## src/design/skw_pkg.sv

```systemverilog
// shared types and constants of the scalar kalman window noise block
// no dependencies
package skw_pkg;
    localparam int unsigned DATA_W      = 32;
    localparam int unsigned COV_W       = 31;
    localparam int unsigned CFG_IDX_W   = 8;
    localparam int unsigned MUL_W       = 35;
    localparam int unsigned DIV_W       = 64;
    localparam int unsigned SQ_W        = 48;
    localparam int unsigned GAIN_W      = 17;
    localparam int unsigned QUEUE_DEPTH = 2;
    localparam int unsigned RECIP_SHIFT = 37;

    // register indexes
    localparam logic [CFG_IDX_W-1:0] CFG_INIT_EST = 8'd0;
    localparam logic [CFG_IDX_W-1:0] CFG_INIT_COV = 8'd1;

    localparam logic [COV_W-1:0]  COV_RESET = 31'd65536;
    localparam logic [GAIN_W-1:0] GAIN_ONE  = 17'd65536;
    // reciprocal of 100 scaled by 2^37
    localparam logic [MUL_W-1:0]  RECIP_100 = 35'd1374389535;
    localparam logic [DATA_W:0]   ROUND_100 = 33'd50;

    // classified request handed from front to back
    typedef struct packed {
        logic signed [DATA_W-1:0] res;
        logic signed [DATA_W-1:0] target;
        logic                     meas_neg;
        logic [DATA_W:0]          meas_bias;
    } t_item;

    typedef struct packed {
        logic             start;
        logic [DIV_W-1:0] dividend;
        logic [DIV_W-1:0] divisor;
    } t_div_req;

    typedef struct packed {
        logic             done;
        logic [DIV_W-1:0] quotient;
    } t_div_rsp;
endpackage

```

## src/design/skw_if.sv

```systemverilog
// handshake channels of the scalar kalman window noise block
// depends on skw_pkg
interface skw_in_if import skw_pkg::*; ();
    logic                     valid;
    logic                     ready;
    logic signed [DATA_W-1:0] measured_value;
    logic signed [DATA_W-1:0] command_value;
    modport source (output valid, measured_value, command_value, input ready);
    modport sink   (input valid, measured_value, command_value, output ready);
endinterface


```

## src/design/skw_front.sv

```systemverilog
// front: accepts requests and forms residual, target and measurement magnitude
// depends on skw_pkg, skw_if
module skw_front import skw_pkg::*; (
    skw_in_if.sink i_in,
    input  logic   i_full,
    output logic   o_push,
    output t_item  o_item
);
    logic signed [DATA_W:0]   w_diff;
    logic signed [DATA_W-1:0] w_res;
    logic signed [DATA_W:0]   w_target;
    logic [DATA_W-1:0]        w_mag;

    assign i_in.ready = !i_full;
    assign o_push     = i_in.valid && !i_full;

    // half difference, floored
    assign w_diff   = (DATA_W + 1)'(i_in.measured_value) - (DATA_W + 1)'(i_in.command_value);
    assign w_res    = w_diff[DATA_W:1];
    assign w_target = (DATA_W + 1)'(i_in.command_value) + (DATA_W + 1)'(w_res);
    assign w_mag    = i_in.measured_value[DATA_W-1] ? DATA_W'(-i_in.measured_value)
                                                    : DATA_W'(i_in.measured_value);

    assign o_item.res       = w_res;
    assign o_item.target    = w_target[DATA_W-1:0];
    assign o_item.meas_neg  = i_in.measured_value[DATA_W-1];
    assign o_item.meas_bias = {1'b0, w_mag} + ROUND_100;
endmodule

```

## src/flat_wrapper.sv

```systemverilog
// flat-port wrapper written by rule: the top's interface ports become plain ports
module skw_front_flat import skw_pkg::*;
  (i_full, o_push, o_item, i_in_valid, i_in_measured_value, i_in_command_value, i_in_ready);
  skw_in_if i_in_i ();
  input  logic i_full;
  output logic o_push;
  output t_item o_item;
  input wire logic [$bits(i_in_i.valid)-1:0] i_in_valid;
  input wire logic [$bits(i_in_i.measured_value)-1:0] i_in_measured_value;
  input wire logic [$bits(i_in_i.command_value)-1:0] i_in_command_value;
  output wire logic [$bits(i_in_i.ready)-1:0] i_in_ready;
  assign i_in_i.valid = i_in_valid;
  assign i_in_i.measured_value = i_in_measured_value;
  assign i_in_i.command_value = i_in_command_value;
  assign i_in_ready = i_in_i.ready;
  skw_front u_core (.i_in(i_in_i), .i_full(i_full), .o_push(o_push), .o_item(o_item));
endmodule
```

## config.mk

```make
export PLATFORM = sky130hd
export DESIGN_NAME = skw_front_flat
export DESIGN_NICKNAME = d
export VERILOG_FILES = /design/src/design/skw_pkg.sv /design/src/design/skw_if.sv /design/src/design/skw_front.sv /design/src/flat_wrapper.sv
export SDC_FILE = /design/constraint.sdc
export NUM_CORES = 1
export LEC_CHECK = 0
export BUFFER_PORTS_ARGS = -buffer_cell sky130_fd_sc_hd__buf_4
export CORE_UTILIZATION = 25
export DETAILED_ROUTE_END_ITERATION = 7
export GPL_TIMING_DRIVEN = 0
export PLACE_DENSITY = 0.55
export REMOVE_ABC_BUFFERS = 1
export SYNTH_ARGS = -nofsm -noshare
export SYNTH_HDL_FRONTEND = slang
export SYNTH_SLANG_ARGS = --single-unit
```

## constraint.sdc

```tcl
create_clock -name vclk -period 9.2
set_input_delay 0 -clock vclk [all_inputs]
set_output_delay 0 -clock vclk [all_outputs]
set_load 0.01 [all_outputs]
```

==> results of run 1 <==
==> kinds of logic (layout without fill, tap and decap cells) <==
| logic type | Yosys count | count (layout) | share of synthesized area, % |
|---|---|---|---|
| xor gates and xnor gates | 106 | 106 | 19.6 |
| other | 1 | 1 | 0.0792 |
| and+or+nand+nor | 209 | 209 | 24.2 |
| adders and majority gates | 67 | 67 | 18.0 |
| AOI/OAI and AO/OA | 223 | 223 | 31.6 |
| buffers and inverters | 76 | 226 | 6.47 |
==> report_power, final <==
group | internal (W) | switching (W)
Combinational | 0.000378 | 0.000428
Clock | 0 | 0
Sequential | 0 | 0
==> cell type report <==
| cell class | count | area, um2 |
|---|---|---|
| timing repair buffer | 165 | 1240 |
| inverter | 61 | 229 |
| fill | 2034 | 12100 |
| multi-input combinational | 606 | 4430 |
| tap | 229 | 287 |
==> Yosys cell counts, drive strengths merged, types with 6 or more instances <==
| cell type | instances | area [um2] |
|---|---|---|
| a211oi | 13 | 97.6 |
| a21o | 20 | 150 |
| a21oi | 51 | 255 |
| a31oi | 13 | 81.3 |
| and3 | 6 | 37.5 |
| buf | 8 | 50.1 |
| clkbuf | 7 | 27.5 |
| ha | 65 | 813 |
| inv | 61 | 229 |
| nand2 | 33 | 124 |
| nand2b | 14 | 87.6 |
| nand3 | 19 | 95.1 |
| nand4 | 7 | 43.8 |
| nor2 | 41 | 154 |
| nor2b | 6 | 37.5 |
| nor3 | 24 | 125 |
| nor4 | 9 | 68.8 |
| o211ai | 8 | 60.1 |
| o21a | 11 | 82.6 |
| o21ai | 39 | 195 |
| o21bai | 9 | 67.6 |
| o31ai | 12 | 90.1 |
| o41ai | 11 | 96.3 |
| or2 | 12 | 75.1 |
| or3 | 15 | 104 |
| or4 | 10 | 86.3 |
| xnor2 | 67 | 587 |
| xor2 | 39 | 342 |
==> critical path: stages <==
cell and delay (ns):
sky130_fd_sc_hd__buf_4 0.15, sky130_fd_sc_hd__ha_1 0.36, sky130_fd_sc_hd__a21o_1 0.23, sky130_fd_sc_hd__or3_1 0.34, sky130_fd_sc_hd__o21a_1 0.22, sky130_fd_sc_hd__a211oi_1 0.41
sky130_fd_sc_hd__o21bai_1 0.14, sky130_fd_sc_hd__and2_1 0.19, sky130_fd_sc_hd__o211a_1 0.22, sky130_fd_sc_hd__a211o_1 0.31, sky130_fd_sc_hd__ha_1 0.41, sky130_fd_sc_hd__and4_1 0.25
sky130_fd_sc_hd__nand2_1 0.07, sky130_fd_sc_hd__or4_1 0.49, sky130_fd_sc_hd__a21oi_1 0.25, sky130_fd_sc_hd__a211oi_1 0.14, sky130_fd_sc_hd__or4_1 0.55, sky130_fd_sc_hd__o211ai_1 0.12
sky130_fd_sc_hd__xor2_1 0.16, sky130_fd_sc_hd__buf_4 0.13
==> layer usage <==
layer	wire length (um)	GRT usage [%]	up-vias
met3	1130	2.34	4
met2	7160	26.6	177
met1	7740	21.8	2469
met4	64	0.578	0
met5	0	0	-
li1	-	-	2838
==> per-stage QoR <==
step | worst slack [ns] | cell area, um2
2_1_floorplan | 4.78 | 4660
3_3_place_gp | 4.08 | 6180
3_5_place_dp | 4.10 | 6180
4_1_cts | 4.09 | 6180
5_1_grt | 3.76 | 6180
6_report | 4.05 | 6180
==> worst min-delay path by stage <==
stage                      startpoint  cells past startpoint  slack, ns    endpoint
6_report       i_in_measured_value[0]                      2       0.24   o_item[0]
3_5_place_dp                   i_full                      3       0.24  i_in_ready
3_3_place_gp                   i_full                      3       0.24  i_in_ready
4_1_cts                        i_full                      3       0.24  i_in_ready
5_1_grt        i_in_measured_value[0]                      2       0.25   o_item[0]
2_1_floorplan  i_in_measured_value[0]                      0          0   o_item[0]
==> parameters.txt, run 1 <==
Parameter                              Value

Timing
  Final setup fails    0
  Max-slew violation count    0
  Transition time at the pin with the least slew margin    1.03 ns
  Final Cycle Share    55.9%
  Unrepaired setup endpoints after global routing    false
  Total Neg Setup Slack    0 ns
  Maximum clock frequency    between 0.15 and 0.2 GHz
  Number of hold violations in the final report    0
  Final-layout worst hold slack    roughly 0.24 ns
  Max-slew headroom at the worst pin    between 30% and 40%
  Crit path time final    ~5 ns

Floorplan
  I/O pin count    166
  Core area    18,300 um2
  Site row count    49
  Die footprint    just under 20,000 um2
  Effective utilization at floorplan    25.9%
  Die X-Extent    140 um
  Die extent in y    140 um

Power and ir drop
  IR drop worst, VDD    0.0920 mV
  Overall power after layout    0.000806 W
  Pwr per Cell Area    130 nW/um2
  Pleak    2.81 nW

Finish
  Most frequent standard cell in the layout excluding fill and tap cells    sky130_fd_sc_hd__buf_4
  Layout cell share with drive strength beyond 1    roughly 23%
  Num sequential    0
  Footprint of the flip-flops and latches    0 um2
  Utilization after layout    33.8%
  Filler-free cell count of the finished design    1,061
  Most used cells in the layout excluding fill and tap cells    sky130_fd_sc_hd__buf_4, sky130_fd_sc_hd__xnor2_1, sky130_fd_sc_hd__ha_1
  Antenna Diode Count    0
  Net count reported at finish    about 970
  Clock Buffer Count    0
  Growth of design area from synthesis to finish    30.6%

Placed design
  Cell Count Post-Placement    roughly 1,100
  Count of input and output buffers    165
  Final estimated routing congestion in global placement    0.924
  Dpl hpwl    14,100 um

CTS
  Post-CTS Setup Inserts    0
  Post-cts sizing count    0
  Hold-fix buffers at CTS    0

Drt
  Antenna-violating nets left    0
  DRC Markers    0
  DR vias/cell    slightly above 5
  Iteration-0 DRC Markers    204
  Routed WL per cell    15.2 um
  Detailed Routing Iterations Pass 1    5
  Total Wirelength    16,100 um
  Total number of vias    between 5,000 and 6,000

Status
  Outcome    finished, final reports clean

Hold path
  Type of the most critical hold path    in -> out

Critical path
  Capture point of the worst path    o_item[65]
  Startpoint type of the worst setup path    input port
  Arrival time worst endpoint    5.15 ns
  Critical setup path kind    in -> out
  Start point of the critical path    i_in_measured_value[7]
  Crit-path max FO    8
  Critical path endpoint category    primary output
  Required arrival time at the worst endpoint    9.20 ns

GRT
  Number of global-route vias before repair    just over 5,000
  Largest net degree at the start of global routing    34
  Total gr overflow    0
  Total Routing Usage GR    15.6%
  First-pass GRT wire length    25,500 um
  Antenna violations before repair    0

Logic synthesis
  Distinct cells, synth    64
  Syn avg cell area    6.94 um2
  Total of warnings raised by yosys    0
  Cell count after synthesis    682
  Netlist area before placement    about 4700 um2
  Fraction of the yosys area taken by sequential cells    0%

Run
  Max-cap violations    0
Power figures use the tool's default switching activity.
==> inputs of run 2 (changes only) <==
Settings changed: ABC_AREA from default to 1, PLACE_DENSITY 0.55 to 0.53.
Clock period 9.2 ns to 4.8 ns, I/O delays scaled along.
==> parameters.txt, run 2 <==
Parameter                              Value

CTS
  Post-cts sizing count    0 (unchanged)
  Hold-fix buffers at CTS    0 (unchanged)
  Post-CTS Setup Inserts    0 (unchanged)

Placed design
  Worst slack, placed    0.944 ns (-3.16 ns)
  Final estimated routing congestion in global placement    0.992 (+7.4%)
  Count of input and output buffers    165 (unchanged)
  Dpl hpwl    20,600 um (+46%)

Power and ir drop
  Relative contribution of combinational cells to total power    100.0% (about the same)
  P_sw    0.00104 W (+140%)
  Cell-internal power    0.000704 W (+86%)
  IR drop worst, VDD    0.230 mV (+150%)
  Pwr per Cell Area    228 nW/um2 (+75%)
  Part of the total power dissipated in the clock network    0% (unchanged)
  Switching portion of total power    59.5% (+6.4 points)
  Pleak    4.22 nW (+50%)
  Sequential share of power    0% (unchanged)
  Overall power after layout    0.00174 W (+120%)

Drt
  Total Wirelength    23,000 um (+43%)
  Antenna-violating nets left    0 (unchanged)
  DRC Markers    0 (unchanged)
  Iteration-0 DRC Markers    510 (+150%)
  DR vias/cell    4.73 (-8.5%)
  Detailed Routing Iterations Pass 1    5 (unchanged)
  Total number of vias    7,515 (+37%)
  Routed WL per cell    14.5 um (-4.4%)

Timing
  Final Cycle Share    83.3%
  Worst Slack Setup Final    0.802 ns (-3.25 ns)
  Number of hold violations in the final report    0 (unchanged)
  Total Neg Setup Slack    0 ns (unchanged)
  Max-slew headroom at the worst pin    56.5% (+26 points)
  Final-layout worst hold slack    0.216 ns (-0.0223 ns)
  Crit path time final    4.00 ns
  Final setup fails    0 (unchanged)
  Transition time at the pin with the least slew margin    0.652 ns (-0.382 ns)
  Unrepaired setup endpoints after global routing    false
  Max-slew violation count    0 (unchanged)
  Maximum clock frequency    around 0.25 GHz

Logic synthesis
  Cell count after synthesis    1,114 (+63%)
  Most frequent cell after synthesis    sky130_fd_sc_hd__nand2_1
  Cell types occupying the most area after synthesis    sky130_fd_sc_hd__nand2_1, sky130_fd_sc_hd__ha_1, sky130_fd_sc_hd__inv_1
  Fraction of the yosys area taken by sequential cells    0% (unchanged)
  Area share of the leading cell type in the synthesized netlist    18.1% (+0.92 points)
  Distinct cells, synth    44 (-31%)
  Total of warnings raised by yosys    0 (unchanged)
  Most area-hungry cell type in the Yosys netlist    sky130_fd_sc_hd__nand2_1
  Most used standard cells in the synthesized netlist    sky130_fd_sc_hd__nand2_1, sky130_fd_sc_hd__inv_1, sky130_fd_sc_hd__nor2_1, sky130_fd_sc_hd__nand3_1, sky130_fd_sc_hd__a21oi_1
  Syn avg cell area    5.46 um2 (-21%)
  Netlist area before placement    6080 um2 (+28%)

GRT
  Number of global-route vias before repair    7,062 (+39%)
  Antenna violations before repair    0 (unchanged)
  Total Routing Usage GR    18.0% (+2.4 points)
  Total gr overflow    0 (unchanged)
  Largest net degree at the start of global routing    56 (+65%)
  First-pass GRT wire length    35,700 um (+40%)

Floorplan
  Die extent in y    158 um (+13%)
  Core area    23,700 um2 (+30%)
  I/O pin count    166 (unchanged)
  Die footprint    24,900 um2 (+28%)
  Die X-Extent    158 um (+13%)
  Site row count    56 (+14%)
  Effective utilization at floorplan    25.7% (-0.25 points)

Critical path
  Required arrival time at the worst endpoint    4.80 ns (-4.40 ns)
  Buf/Inv on CP    3 (+1)
  Critical setup path kind    in -> out
  Largest stage delay on the critical path    0.44 ns (-0.11 ns)
  Critical path endpoint category    primary output
  Crit-path max FO    5 (-3)
  Cell type with the highest occurrence count on the critical path    sky130_fd_sc_hd__nand2_1
  Critical-path top delay cell    sky130_fd_sc_hd__a21boi_0
  Startpoint type of the worst setup path    input port
  Kind of cell adding the most delay to the critical path    compound AO/OA/AOI/OAI gates
  Cell chain of the critical path    buf_4 -> ha_1 -> nand2_1 -> o21ai_1 -> a21oi_1 -> o21ai_1 -> nand2_1 -> a31oi_1 -> xor2_1 -> ha_1 -> a21oi_1 -> a21boi_0 -> o21bai_1 -> nand3_1 -> nand2_1 -> a21oi_1 -> inv_1 -> nand2_1 -> nand2_1 -> buf_4
  Arrival time worst endpoint    4.00 ns (-1.15 ns)

Run
  Max-cap violations    0 (unchanged)

Finish
  Num sequential    0 (unchanged)
  Growth of design area from synthesis to finish    25.4%
  Area of combinational cells with multiple inputs    5310 um2 (+20%)
  Antenna Diode Count    0 (unchanged)
  Most used cells in the layout excluding fill and tap cells    sky130_fd_sc_hd__nand2_1, sky130_fd_sc_hd__inv_1, sky130_fd_sc_hd__buf_4
  Net count reported at finish    1,404 (+45%)
  Footprint of the flip-flops and latches    0 um2 (unchanged)
  Utilization after layout    32.2% (-1.7 points)
  Layout fillers    2,778 (+37%)
  Clock Buffer Count    0 (unchanged)
  Layout cell share with drive strength beyond 1    19.9% (-2.9 points)
  Most frequent standard cell in the layout excluding fill and tap cells    sky130_fd_sc_hd__nand2_1

Hold path
  Terminating pin of the worst hold path    o_item[0]
  Hold Path Origin    i_in_measured_value[0]
  Type of the most critical hold path    in -> out
  Hold depth    2 (unchanged)

Status
  Outcome    finished, final reports clean
## run 2: cell count changes in the layout (fill, tap and decap cells not counted), moves of 15 or more
cell                      delta
sky130_fd_sc_hd__inv_1     +111
sky130_fd_sc_hd__xnor2_1    -47
sky130_fd_sc_hd__nor2_1     +81
sky130_fd_sc_hd__nand4_1    +17
sky130_fd_sc_hd__nand3_1    +59
sky130_fd_sc_hd__nand2_2    +38
sky130_fd_sc_hd__xor2_1     +15
sky130_fd_sc_hd__nor2_2     +15
sky130_fd_sc_hd__a21oi_1    +26
sky130_fd_sc_hd__nand2_1   +260
## run 2: metrics by stage
stage,std cells,cell area (um2)
finish,1588,7620
global route,1588,7620
CTS,1588,7620
detailed placement,1588,7620
global placement,1588,7620
floorplan,1104,5980
## run 2: area by class of cell
cell class                 count  share of cell area [%]
multi-input combinational    926                    69.7
inverter                     178                    8.77
timing repair buffer         165                    16.3
tap                          319                    5.24
## run 2: worst max-delay path by stage
stage	start	endpoint	slack, ns	cells past startpoint
after global placement	i_in_measured_value[2]	o_item[65]	0.90	20
after detailed placement	i_in_measured_value[2]	o_item[65]	0.94	20
after floorplan	i_in_command_value[2]	o_item[61]	1.84	16
after CTS	i_in_measured_value[2]	o_item[65]	0.93	20
final	i_in_measured_value[2]	o_item[65]	0.80	20
after global routing	i_in_measured_value[2]	o_item[61]	0.55	18
## run 2: power groups by stage
| stage | Clock (W) | Combinational, W | Sequential [W] |
|---|---|---|---|
| global route | 0 | 0.00190 | 0 |
| CTS | 0 | 0.00173 | 0 |
| global placement | 0 | 0.00173 | 0 |
| floorplan | 0 | 0.000996 | 0 |
| detailed placement | 0 | 0.00172 | 0 |
| finish | 0 | 0.00174 | 0 |
## run 2: cells by family (layout without fill, tap and decap cells)
family	count (synthesis)	in the layout	synth area share, %
fa+ha+maj	67	67	14.0
compound gates	167	167	15.6
buf+inv	188	343	12.6
simple gates	617	617	47.0
other cells	1	1	0.0617
xor+xnor	74	74	10.7
## run 2: layer usage
metal	global-route usage (%)	up-vias	share of wire [%]
li1	-	3926	-
met1	25.4	3345	49
met2	30.9	224	45
met3	0.520	20	5.1
met4	2.31	0	1.2
met5	0	-	0
