==> src/design/skw_pkg.sv <==
// shared types and constants of the scalar kalman window noise block
// no dependencies
package skw_pkg;
    localparam int unsigned DATA_W      = 32;
    localparam int unsigned COV_W       = 31;
    localparam int unsigned CFG_IDX_W   = 8;
    localparam int unsigned MUL_W       = 35;
    localparam int unsigned DIV_W       = 64;
    localparam int unsigned SQ_W        = 48;
    localparam int unsigned GAIN_W      = 17;
    localparam int unsigned QUEUE_DEPTH = 2;
    localparam int unsigned RECIP_SHIFT = 37;

    // register indexes
    localparam logic [CFG_IDX_W-1:0] CFG_INIT_EST = 8'd0;
    localparam logic [CFG_IDX_W-1:0] CFG_INIT_COV = 8'd1;

    localparam logic [COV_W-1:0]  COV_RESET = 31'd65536;
    localparam logic [GAIN_W-1:0] GAIN_ONE  = 17'd65536;
    // reciprocal of 100 scaled by 2^37
    localparam logic [MUL_W-1:0]  RECIP_100 = 35'd1374389535;
    localparam logic [DATA_W:0]   ROUND_100 = 33'd50;

    // classified request handed from front to back
    typedef struct packed {
        logic signed [DATA_W-1:0] res;
        logic signed [DATA_W-1:0] target;
        logic                     meas_neg;
        logic [DATA_W:0]          meas_bias;
    } t_item;

    typedef struct packed {
        logic             start;
        logic [DIV_W-1:0] dividend;
        logic [DIV_W-1:0] divisor;
    } t_div_req;

    typedef struct packed {
        logic             done;
        logic [DIV_W-1:0] quotient;
    } t_div_rsp;
endpackage

==> src/design/skw_queue.sv <==
// short queue between front and back
// depends on skw_pkg
module skw_queue import skw_pkg::*; (
    input  logic  i_clk,
    input  logic  i_rst_n,
    input  logic  i_push,
    input  t_item i_item,
    output logic  o_full,
    output logic  o_valid,
    output t_item o_item,
    input  logic  i_pop
);
    localparam int unsigned PTR_W = $clog2(QUEUE_DEPTH);
    localparam int unsigned CNT_W = $clog2(QUEUE_DEPTH + 1);

    t_item            r_slots [QUEUE_DEPTH];
    logic [PTR_W-1:0] r_wptr, r_rptr;
    logic [CNT_W-1:0] r_cnt;
    logic             w_do_push, w_do_pop;

    assign o_full    = (r_cnt == CNT_W'(QUEUE_DEPTH));
    assign o_valid   = (r_cnt != '0);
    assign o_item    = r_slots[r_rptr];
    assign w_do_push = i_push && !o_full;
    assign w_do_pop  = i_pop && o_valid;

    // pointers and fill level
    always_ff @(posedge i_clk) begin
        if (!i_rst_n) begin
            r_wptr <= '0;
            r_rptr <= '0;
            r_cnt  <= '0;
        end else begin
            if (w_do_push) begin
                r_wptr <= (r_wptr == PTR_W'(QUEUE_DEPTH - 1)) ? '0 : r_wptr + 1'b1;
            end
            if (w_do_pop) begin
                r_rptr <= (r_rptr == PTR_W'(QUEUE_DEPTH - 1)) ? '0 : r_rptr + 1'b1;
            end
            if (w_do_push && !w_do_pop) begin
                r_cnt <= r_cnt + 1'b1;
            end else if (w_do_pop && !w_do_push) begin
                r_cnt <= r_cnt - 1'b1;
            end
        end
    end

    // storage
    always_ff @(posedge i_clk) begin
        if (w_do_push) begin
            r_slots[r_wptr] <= i_item;
        end
    end
endmodule

==> config.mk <==
export PLATFORM = sky130hd
export DESIGN_NAME = skw_queue
export DESIGN_NICKNAME = d
export VERILOG_FILES = /design/src/design/skw_pkg.sv /design/src/design/skw_queue.sv
export SDC_FILE = /design/constraint.sdc
export NUM_CORES = 1
export LEC_CHECK = 0
export BUFFER_PORTS_ARGS = -buffer_cell sky130_fd_sc_hd__clkbuf_2
export CAP_MARGIN = 20
export CORE_ASPECT_RATIO = 0.6
export CORE_MARGIN = 5
export CORE_UTILIZATION = 54
export CTS_BUF_LIST = sky130_fd_sc_hd__clkbuf_4 sky130_fd_sc_hd__clkbuf_8
export DETAILED_ROUTE_END_ITERATION = 12
export PLACE_DENSITY = 0.91
export SYNTH_ARGS = -nofsm -noshare
export SYNTH_HDL_FRONTEND = slang
export SYNTH_SLANG_ARGS = --single-unit
==> constraint.sdc <==
create_clock -name i_clk -period 6.18 [get_ports i_clk]
set_input_delay 1.236 -clock i_clk [delete_from_list [all_inputs] [get_ports i_clk]]
set_output_delay 1.236 -clock i_clk [all_outputs]
set_load 0.02 [all_outputs]
==> impl_metrics.csv, run 1 <==
group,metric,value,unit
status,status,"finished clean",
final_layout,n_fill_cell,891,
logic_synthesis,yosys.cell_types.count,23,
logic_synthesis,synthTopCellsByArea,"edfxtp_1 80%, mux2_2 12%, mux2_4 4.1%",
final_layout,drive_above_1_share,0.612,
timing,finalHoldViolCount,0,
timing,fin_setup_tns,0,ns
placed_design,gp_congestion,0.766,
final_layout,final_nets,658,
critical_path,startpoint_type,"flip-flop",
logic_synthesis,async_reset_ff_frac,0,
timing,relSlewSlack,0.397,
timing,fmax,260,MHz
logic_synthesis,synth_ff_type,"edfxtp_1",
timing,drv_slew,0,
global_route,grt_pass1_vias,4136,
placed_design,io_buffers,201,
route,wl_met1,6180,µm
global_route,grt_overflow,0,
logic_synthesis,synth_cells,330,
logic_synthesis,synth.most_common_cell,"edfxtp_1",
clock_network,cts_sinks,201,
route,via_per_inst,5.03,
clock_network,clkTransAtPathRegs,0.06,ns
logic_synthesis,synth_top_cell_by_area,"edfxtp_1",
placed_design,place_ws,2.79,ns
global_route,grt_usage,0.174,
worst_hold_path,hold_class,"reg2reg",
timing,fin_crit,3.84,ns
pwr,power_frac_seq,0.467,
clock_network,clockRootBuffer,"clkbuf_8",
pwr,power.net_switching,1.19,mW
floorplanning,die-area,16200,µm²
route,drc,0,
pwr,pwr-share-comb,0.269,
clock_network,clk-insertion-delay-late,0.52,ns
clock_network,cts_inserted_buffers,29,
critical_path,worstPathRequired,4.94,ns
logic_synthesis,avgSynthCellArea,22.4,µm²
timing,setup_slack,2.34,ns
pwr,vdd_drop_max,0.270,mV
route,met2_length,6840,µm
route,first_pass_iters,4,
floorplanning,dieHeight,101,µm
route,wl_per_cell,19.0,µm
critical_path,cp_max_fo,60,
timing,rsz0062_at_grt,"false",
route,dr_wl_met3,1140,µm
logic_synthesis,synth_seq_cells,201,
critical_path,r2r_setup_slack,3.86,ns
pwr,power.clock.fraction,0.264,
run,cap_violations,0,
pwr,p_int,2.72,mW
global_route,grt_start_max_net_pins,65,
final_layout,syn_to_final_growth,24.1,%
pwr,leakage,3.52,nW
logic_synthesis,yosysSeqAreaShare,0.811,
logic_synthesis,syn_area,7380,µm²
route,drt_iter0_markers,200,
clock_network,cts_setup_buffers,0,
timing,period_share,0.622,
clock_network,clk_path_buf_depth,3,
floorplanning,core_area,13500,µm²
timing,worst_pin_slew,0.905,ns
route,routed.top_layer,"met5",
logic_synthesis,netlist.area_leader.share,0.797,
global_route,antenna_found_initial,1,
logic_synthesis,yosysWarningCount,0,
floorplanning,start_util,0.547,
route,ant_nets,0,
pwr,power.density,426,nW/µm²
final_layout,final_cells,753,
timing,final-setup-viol-count,0,
route,vias,3786,
floorplanning,io_pins,202,
critical_path,cp.arrival,2.61,ns
floorplanning,num_rows,33,
timing,final.setup_skew,0.00980,ns
critical_path,worst_setup_path_end_kind,"output pin",
pwr,swShare,0.304,
clock_network,cts_htree_levels,1,
critical_path,crit_type,"reg2out",
clock_network,cts_hold_buffers,0,
route,wl,14300,µm
floorplanning,fp.dieW,161,µm
logic_synthesis,synthTopCellsByCount,"196 x edfxtp_1, 78 x mux2_2, 20 x mux2_4",
global_route,grt_pass1_wl,22000,µm
logic_synthesis,synth_nets,433,
clock_network,cts_resized,0,
placed_design,place_hpwl,9580,µm
clock_network,cts_tree,"yes",
logic_synthesis,synth_edf_count,196,
placed_design,dp_cells,699,
final_layout,n_antenna_cell,0,
-- layout by cell type (no fill, tap or decap), types with 2 or more instances in the layout --
cell type,instances
buf_4,4
clkinv_1,8
xnor2_1,2
clkinvlp_4,2
edfxtp_1,196
and2_1,3
mux2_2,78
clkbuf_4,7
mux2_4,20
clkinv_2,4
clkbuf_8,32
clkbuf_2,201
dfxtp_1,4
-- per-layer routing --
layer  track usage  up-vias
met5             0        -
met4        0.0374        2
met3        0.0580       19
met2         0.286      144
met1         0.230     1859
li1              -     1762
-- cell families after synthesis --
logic type / after synthesis / share of synthesized area
simple gates: 9 / 0.00780
buf+inv: 13 / 0.0119
compound gates: 5 / 0.00441
flops: 201 / 0.811
fa+ha+maj: 1 / 0.00169
xor+xnor: 3 / 0.00356
mux: 98 / 0.160
-- power groups by stage --
stage | clock [mW] | sequential (mW) | combinational [mW]
6_report | 1.03 | 1.82 | 1.05
4_1_cts | 1.06 | 1.83 | 1.06
5_1_grt | 1.13 | 1.84 | 1.12
3_5_place_dp | 0 | 1.86 | 1.06
3_3_place_gp | 0 | 1.84 | 1.04
2_1_floorplan | 0 | 1.79 | 0.794
-- path summary, 6_finish.rpt --
kind	startpoint	to	cells after the start
worst min register to register	r_cnt[1]	r_cnt[1]	2
worst min-delay path	r_cnt[1]	r_cnt[1]	2
worst max register to register	r_cnt[0]	r_slots[1][62]	3
worst max-delay path	flip-flop	o_item[54]	3
-- layout make-up --
type | count | area [µm²] | area share
clock inverter | 15 | 95.1 | 0.0104
timing repair buffer | 205 | 1040 | 0.113
sequential | 201 | 5990 | 0.654
multi-input combinational | 116 | 1320 | 0.144
inverter | 2 | 7.51 | 0.000820
tap | 175 | 219 | 0.0239
clock buffer | 39 | 493 | 0.0538
-- sequential cells by signal, indices dropped and copies added (netlist names), named ones only --
register,count
r_cnt,2
r_rptr,1
r_slots,196
r_wptr,1
-- metrics by stage --
stage | hold WS, ns | power (mW) | cell area (µm²) | util
6_report | 0.540 | 3.90 | 9160 | 0.678
5_1_grt | 0.581 | 4.09 | 9160 | 0.678
4_1_cts | 0.535 | 3.95 | 9160 | 0.678
3_5_place_dp | 0.526 | 2.91 | 8570 | 0.635
3_3_place_gp | 0.491 | 2.87 | 8570 | 0.635
2_1_floorplan | 0.479 | 2.59 | 7380 | -
-- worst max-delay path, stage by stage, from the launching register on --
cell      delay (ns)
dfxtp_4         0.92
buf_4           0.57
mux2_2          0.41
clkbuf_2        0.17
Note: power is estimated with default switching activity, not from simulation.
==> run 2, diff against run 1 <==
CORE_UTILIZATION = 49   (was 54)
PLACE_DENSITY = 0.87   (was 0.91)
clock period = 3.43 ns   (was 6.18 ns; I/O delays follow)
==> impl_metrics.csv, run 2 (synthesized netlist as in run 1, its figures left out) <==
group,metric,value,unit
timing,worst_pin_slew,0.752,ns
clock_network,clkTransAtPathRegs,0.07,ns
final_layout,final_cells,775,
clock_network,cts_setup_buffers,0,
global_route,grt_overflow,0,
global_route,grt_pass1_wl,22800,µm
clock_network,cts_resized,0,
route,met2_length,6840,µm
global_route,grt_pass1_vias,4321,
worst_hold_path,hold_class,"in2reg",
route,wl_per_cell,18.9,µm
timing,finalHoldViolCount,0,
timing,drv_slew,0,
critical_path,crit_type,"reg2out",
placed_design,place_hpwl,10000,µm
critical_path,r2r_setup_slack,1.51,ns
critical_path,startpoint_type,"flip-flop",
critical_path,cp.arrival,2.08,ns
timing,period_share,0.807,
floorplanning,core_area,14600,µm²
route,routed.top_layer,"met4",
clock_network,cts_sinks,201,
status,status,"finished clean",
route,vias,3875,
clock_network,clk_path_buf_depth,3,
critical_path,worstPathRequired,2.74,ns
critical_path,slowest_stage,"dfxtp_4",
clock_network,cts_htree_levels,1,
floorplanning,start_util,0.504,
route,wl,14600,µm
floorplanning,dieHeight,105,µm
final_layout,largest-register,"r_slots",
route,dr_wl_met3,1420,µm
route,drc,0,
final_layout,final_cell_mix,"201 x clkbuf_2, 196 x edfxtp_1, 78 x mux2_2",
timing,fmax,361,MHz
clock_network,clk-insertion-delay-late,0.52,ns
critical_path,path_cells,"buf_4 > mux2_2 > clkbuf_2",
placed_design,io_buffers,201,
global_route,grt_start_max_net_pins,55,
pwr,vdd_drop_max,0.437,mV
floorplanning,die-area,17700,µm²
final_layout,final_nets,659,
pwr,power.density,755,nW/µm²
timing,rsz0062_at_grt,"false",
global_route,grt_usage,0.163,
route,ant_nets,0,
final_layout,syn_to_final_growth,24.4,%
final_layout,multi_input_area,1320,µm²
clock_network,cts_inserted_buffers,28,
floorplanning,num_rows,34,
final_layout,drive_above_1_share,0.617,
placed_design,gp_congestion,0.771,
timing,final-setup-viol-count,0,
global_route,antenna_found_initial,0,
run,cap_violations,0,
route,via_per_inst,5.00,
pwr,leakage,3.53,nW
critical_path,cp_top_family,"buffers and inverters",
route,drt_iter0_markers,254,
floorplanning,io_pins,202,
final_layout,largest_reg_flops,196,
final_layout,largest_registers,"r_slots: 196 flops, r_cnt: 2 flops",
timing,fin_crit,2.77,ns
final_layout,n_antenna_cell,0,
critical_path,crit_buf_inv,2,
critical_path,worst_setup_path_end_kind,"output pin",
final_layout,layout_commonest_cell,"clkbuf_2",
route,wl_met1,6060,µm
placed_design,dp_cells,724,
final_layout,seq_area,5990,µm²
clock_network,cts_hold_buffers,0,
timing,whs,0.355,ns
route,first_pass_iters,5,
critical_path,cp_max_fo,37,
final_layout,n_fill_cell,1045,
timing,relSlewSlack,0.499,
floorplanning,fp.dieW,168,µm
critical_path,worst_path_largest_cell_delay,0.50,ns
clock_network,clockRootBuffer,"clkbuf_8",
timing,final.setup_skew,0.0126,ns
clock_network,cts_tree,"yes",
run 2: changes by cell type in the layout (fill, tap and decap cells not counted):
| cell | previous run | this run |
|---|---|---|
| clkinv_1 | 8 | 6 |
| clkbuf_4 | 7 | 12 |
| inv_1 | 1 | 0 |
| buf_12 | 0 | 2 |
| inv_12 | 0 | 1 |
| bufinv_16 | 1 | 0 |
| clkinvlp_4 | 2 | 0 |
| clkbuf_8 | 32 | 29 |
run 2: path summary, 6_finish.rpt:
| path | startpoint | end | cells after the start |
|---|---|---|---|
| max | flip-flop | o_item[95] | 3 |
| min | i_item[10] | r_slots[1][10] | 1 |
| max reg2reg | r_cnt[0] | r_slots[1][9] | 3 |
| min reg2reg | r_cnt[1] | r_cnt[1] | 2 |
run 2: per-layer routing:
metal / vias up / GRT usage
li1: 1762 / -
met1: 1915 / 0.215
met2: 169 / 0.261
met3: 29 / 0.0592
met4: 0 / 0.0405
met5: - / 0
run 2: worst reg2reg max path, stage by stage, from the launching register on:
cell and delay [ns]:
dfxtp_1 0.43, nand2b_1 0.21, and3_4 0.60, buf_12 0.33
run 2: layout make-up:
type	count	area share
multi-input cells	116	0.144
repair buffers	207	0.117
clock buffers	41	0.0533
flip-flops and latches	201	0.652
inverters	2	0.00218
clock inverters	10	0.00463
well taps	198	0.0270
run 2: report_power, final:
| part | switching (mW) | internal (mW) |
|---|---|---|
| logic | 1.19 | 0.808 |
| registers | 0.114 | 3.09 |
| clock network | 0.814 | 0.912 |
| total | 2.12 | 4.81 |
run 2: stage by stage:
stage          TNS (ns)  total power, mW   util  worst slack (ns)  instance area, µm²
2_1_floorplan     -8.67             4.65      -           -0.0884                7400
3_3_place_gp          0             5.21  0.591              1.22                8650
3_5_place_dp          0             5.28  0.591              1.16                8650
4_1_cts               0             7.03  0.628             0.577                9180
5_1_grt               0             7.28  0.628             0.483                9180
6_report              0             6.93  0.628             0.660                9180
==> run 3, diff against run 2 <==
clock period = 2.3 ns   (was 3.43 ns; I/O delays follow)
==> impl_metrics.csv, run 3 (synthesized netlist as in run 1, its figures left out) <==
group,metric,value,unit
route,first_pass_iters,4,
floorplanning,die-area,17700,µm²
clock_network,clk_path_buf_depth,3,
placed_design,io_buffers,201,
floorplanning,num_rows,34,
pwr,power,10.5,mW
clock_network,clockRootBuffer,"clkbuf_8",
critical_path,startpoint_type,"flip-flop",
critical_path,crit_type,"reg2out",
placed_design,placed_area,8700,µm²
floorplanning,start_util,0.504,
route,ant_nets,0,
final_layout,n_antenna_cell,0,
clock_network,cts_tree,"yes",
global_route,antenna_found_initial,0,
final_layout,syn_to_final_growth,25.4,%
timing,final-setup-viol-count,0,
placed_design,dp_cells,725,
global_route,grt_pass1_vias,4182,
placed_design,gp_congestion,0.765,
global_route,grt_start_max_net_pins,53,
timing,rsz0062_at_grt,"false",
worst_hold_path,hold_class,"in2reg",
final_layout,largest-register,"r_slots",
timing,worst_pin_slew,0.338,ns
route,drc,0,
clock_network,clkTransAtPathRegs,0.06,ns
placed_design,place_ws,0.622,ns
pwr,power.density,1130,nW/µm²
timing,relSlewSlack,0.774,
pwr,vdd_drop_max,0.769,mV
final_layout,drive_above_1_share,0.614,
timing,finalHoldViolCount,0,
critical_path,cp_max_fo,49,
final_layout,largest_reg_flops,196,
final_layout,layout_commonest_cell,"clkbuf_2",
critical_path,worst_setup_path_end_kind,"output pin",
timing,whs,0.119,ns
route,wl,14200,µm
global_route,grt_overflow,0,
final_layout,final_nets,660,
run,cap_violations,0,
floorplanning,io_pins,202,
timing,setup_slack,0.0729,ns
floorplanning,fp.dieW,168,µm
timing,drv_slew,0,
route,wl_per_cell,18.3,µm
critical_path,cp.arrival,1.77,ns
timing,fin_setup_tns,0,ns
clock_network,clk-insertion-delay-late,0.53,ns
final_layout,final_cell_mix,"201 x clkbuf_2, 196 x edfxtp_1, 78 x mux2_2",
status,status,"finished clean",
final_layout,utilization,0.632,
clock_network,cts_htree_levels,1,
pwr,leakage,3.55,nW
final_layout,final_area,9250,µm²
timing,fmax,449,MHz
global_route,grt_usage,0.157,
placed_design,place_hpwl,9780,µm
floorplanning,core_area,14600,µm²
critical_path,worstPathRequired,1.84,ns
final_layout,largest_registers,"r_slots: 196 flops, r_cnt: 2 flops",
clock_network,cts_hold_buffers,0,
timing,final.setup_skew,0.0281,ns
floorplanning,dieHeight,105,µm
timing,fin_crit,2.23,ns
route,drt_iter0_markers,202,
route,vias,3811,
clock_network,cts_sinks,201,
final_layout,final_cells,776,
route,via_per_inst,4.91,
global_route,grt_pass1_wl,22100,µm
timing,period_share,0.968,
clock_network,cts_inserted_buffers,28,
==> run 3: changes by cell type in the layout (fill, tap and decap cells not counted), moves of 2 or more <==
cell      delta
buf_12       +2
buf_4        -2
clkinv_1     +3
clkinv_2     -3
==> run 3: worst max-delay path, stage by stage (launching register included) <==
cell and delay, ns:
dfxtp_4 0.38, buf_12 0.27, mux2_2 0.40, clkbuf_2 0.16
==> run 3: cell type report <==
class | count | area (µm²)
multi-input cells | 116 | 1330
inverters | 2 | 10.0
clock inverters | 11 | 68.8
repair buffers | 208 | 1130
flip-flops and latches | 201 | 5990
clock buffers | 40 | 482
fillers | 1033 | 5380
well taps | 198 | 248
==> run 3: where the power goes <==
group | internal (mW) | switching [mW]
Sequential | 4.60 | 0.142
Clock | 1.45 | 1.21
Combinational | 1.27 | 1.80
Total | 7.33 | 3.15
==> run 3: final timing paths <==
check,from,endpoint,slack [ns],depth (start not counted)
max,flip-flop,o_item[5],0.07,3
min,i_item[50],r_slots[0][50],0.12,1
max reg2reg,r_cnt[0],r_slots[1][10],0.63,3
min reg2reg,r_cnt[1],r_cnt[1],0.60,2
==> run 3: routing by layer <==
metal / global-route usage / part of all wire / routed length, µm
met1: 0.200 / 0.42 / 5960
met2: 0.245 / 0.44 / 6280
met3: 0.0687 / 0.11 / 1580
met4: 0.0515 / 0.028 / 393
met5: 0 / 0 / 0
==> run 3: repair_timing <==
| action | 4_1_cts | 5_1_grt |
|---|---|---|
| endpoints found under the setup margin | 0 | 3 |
| buffers inserted | 0 | 0 |
| gates resized for setup | 0 | 1 |
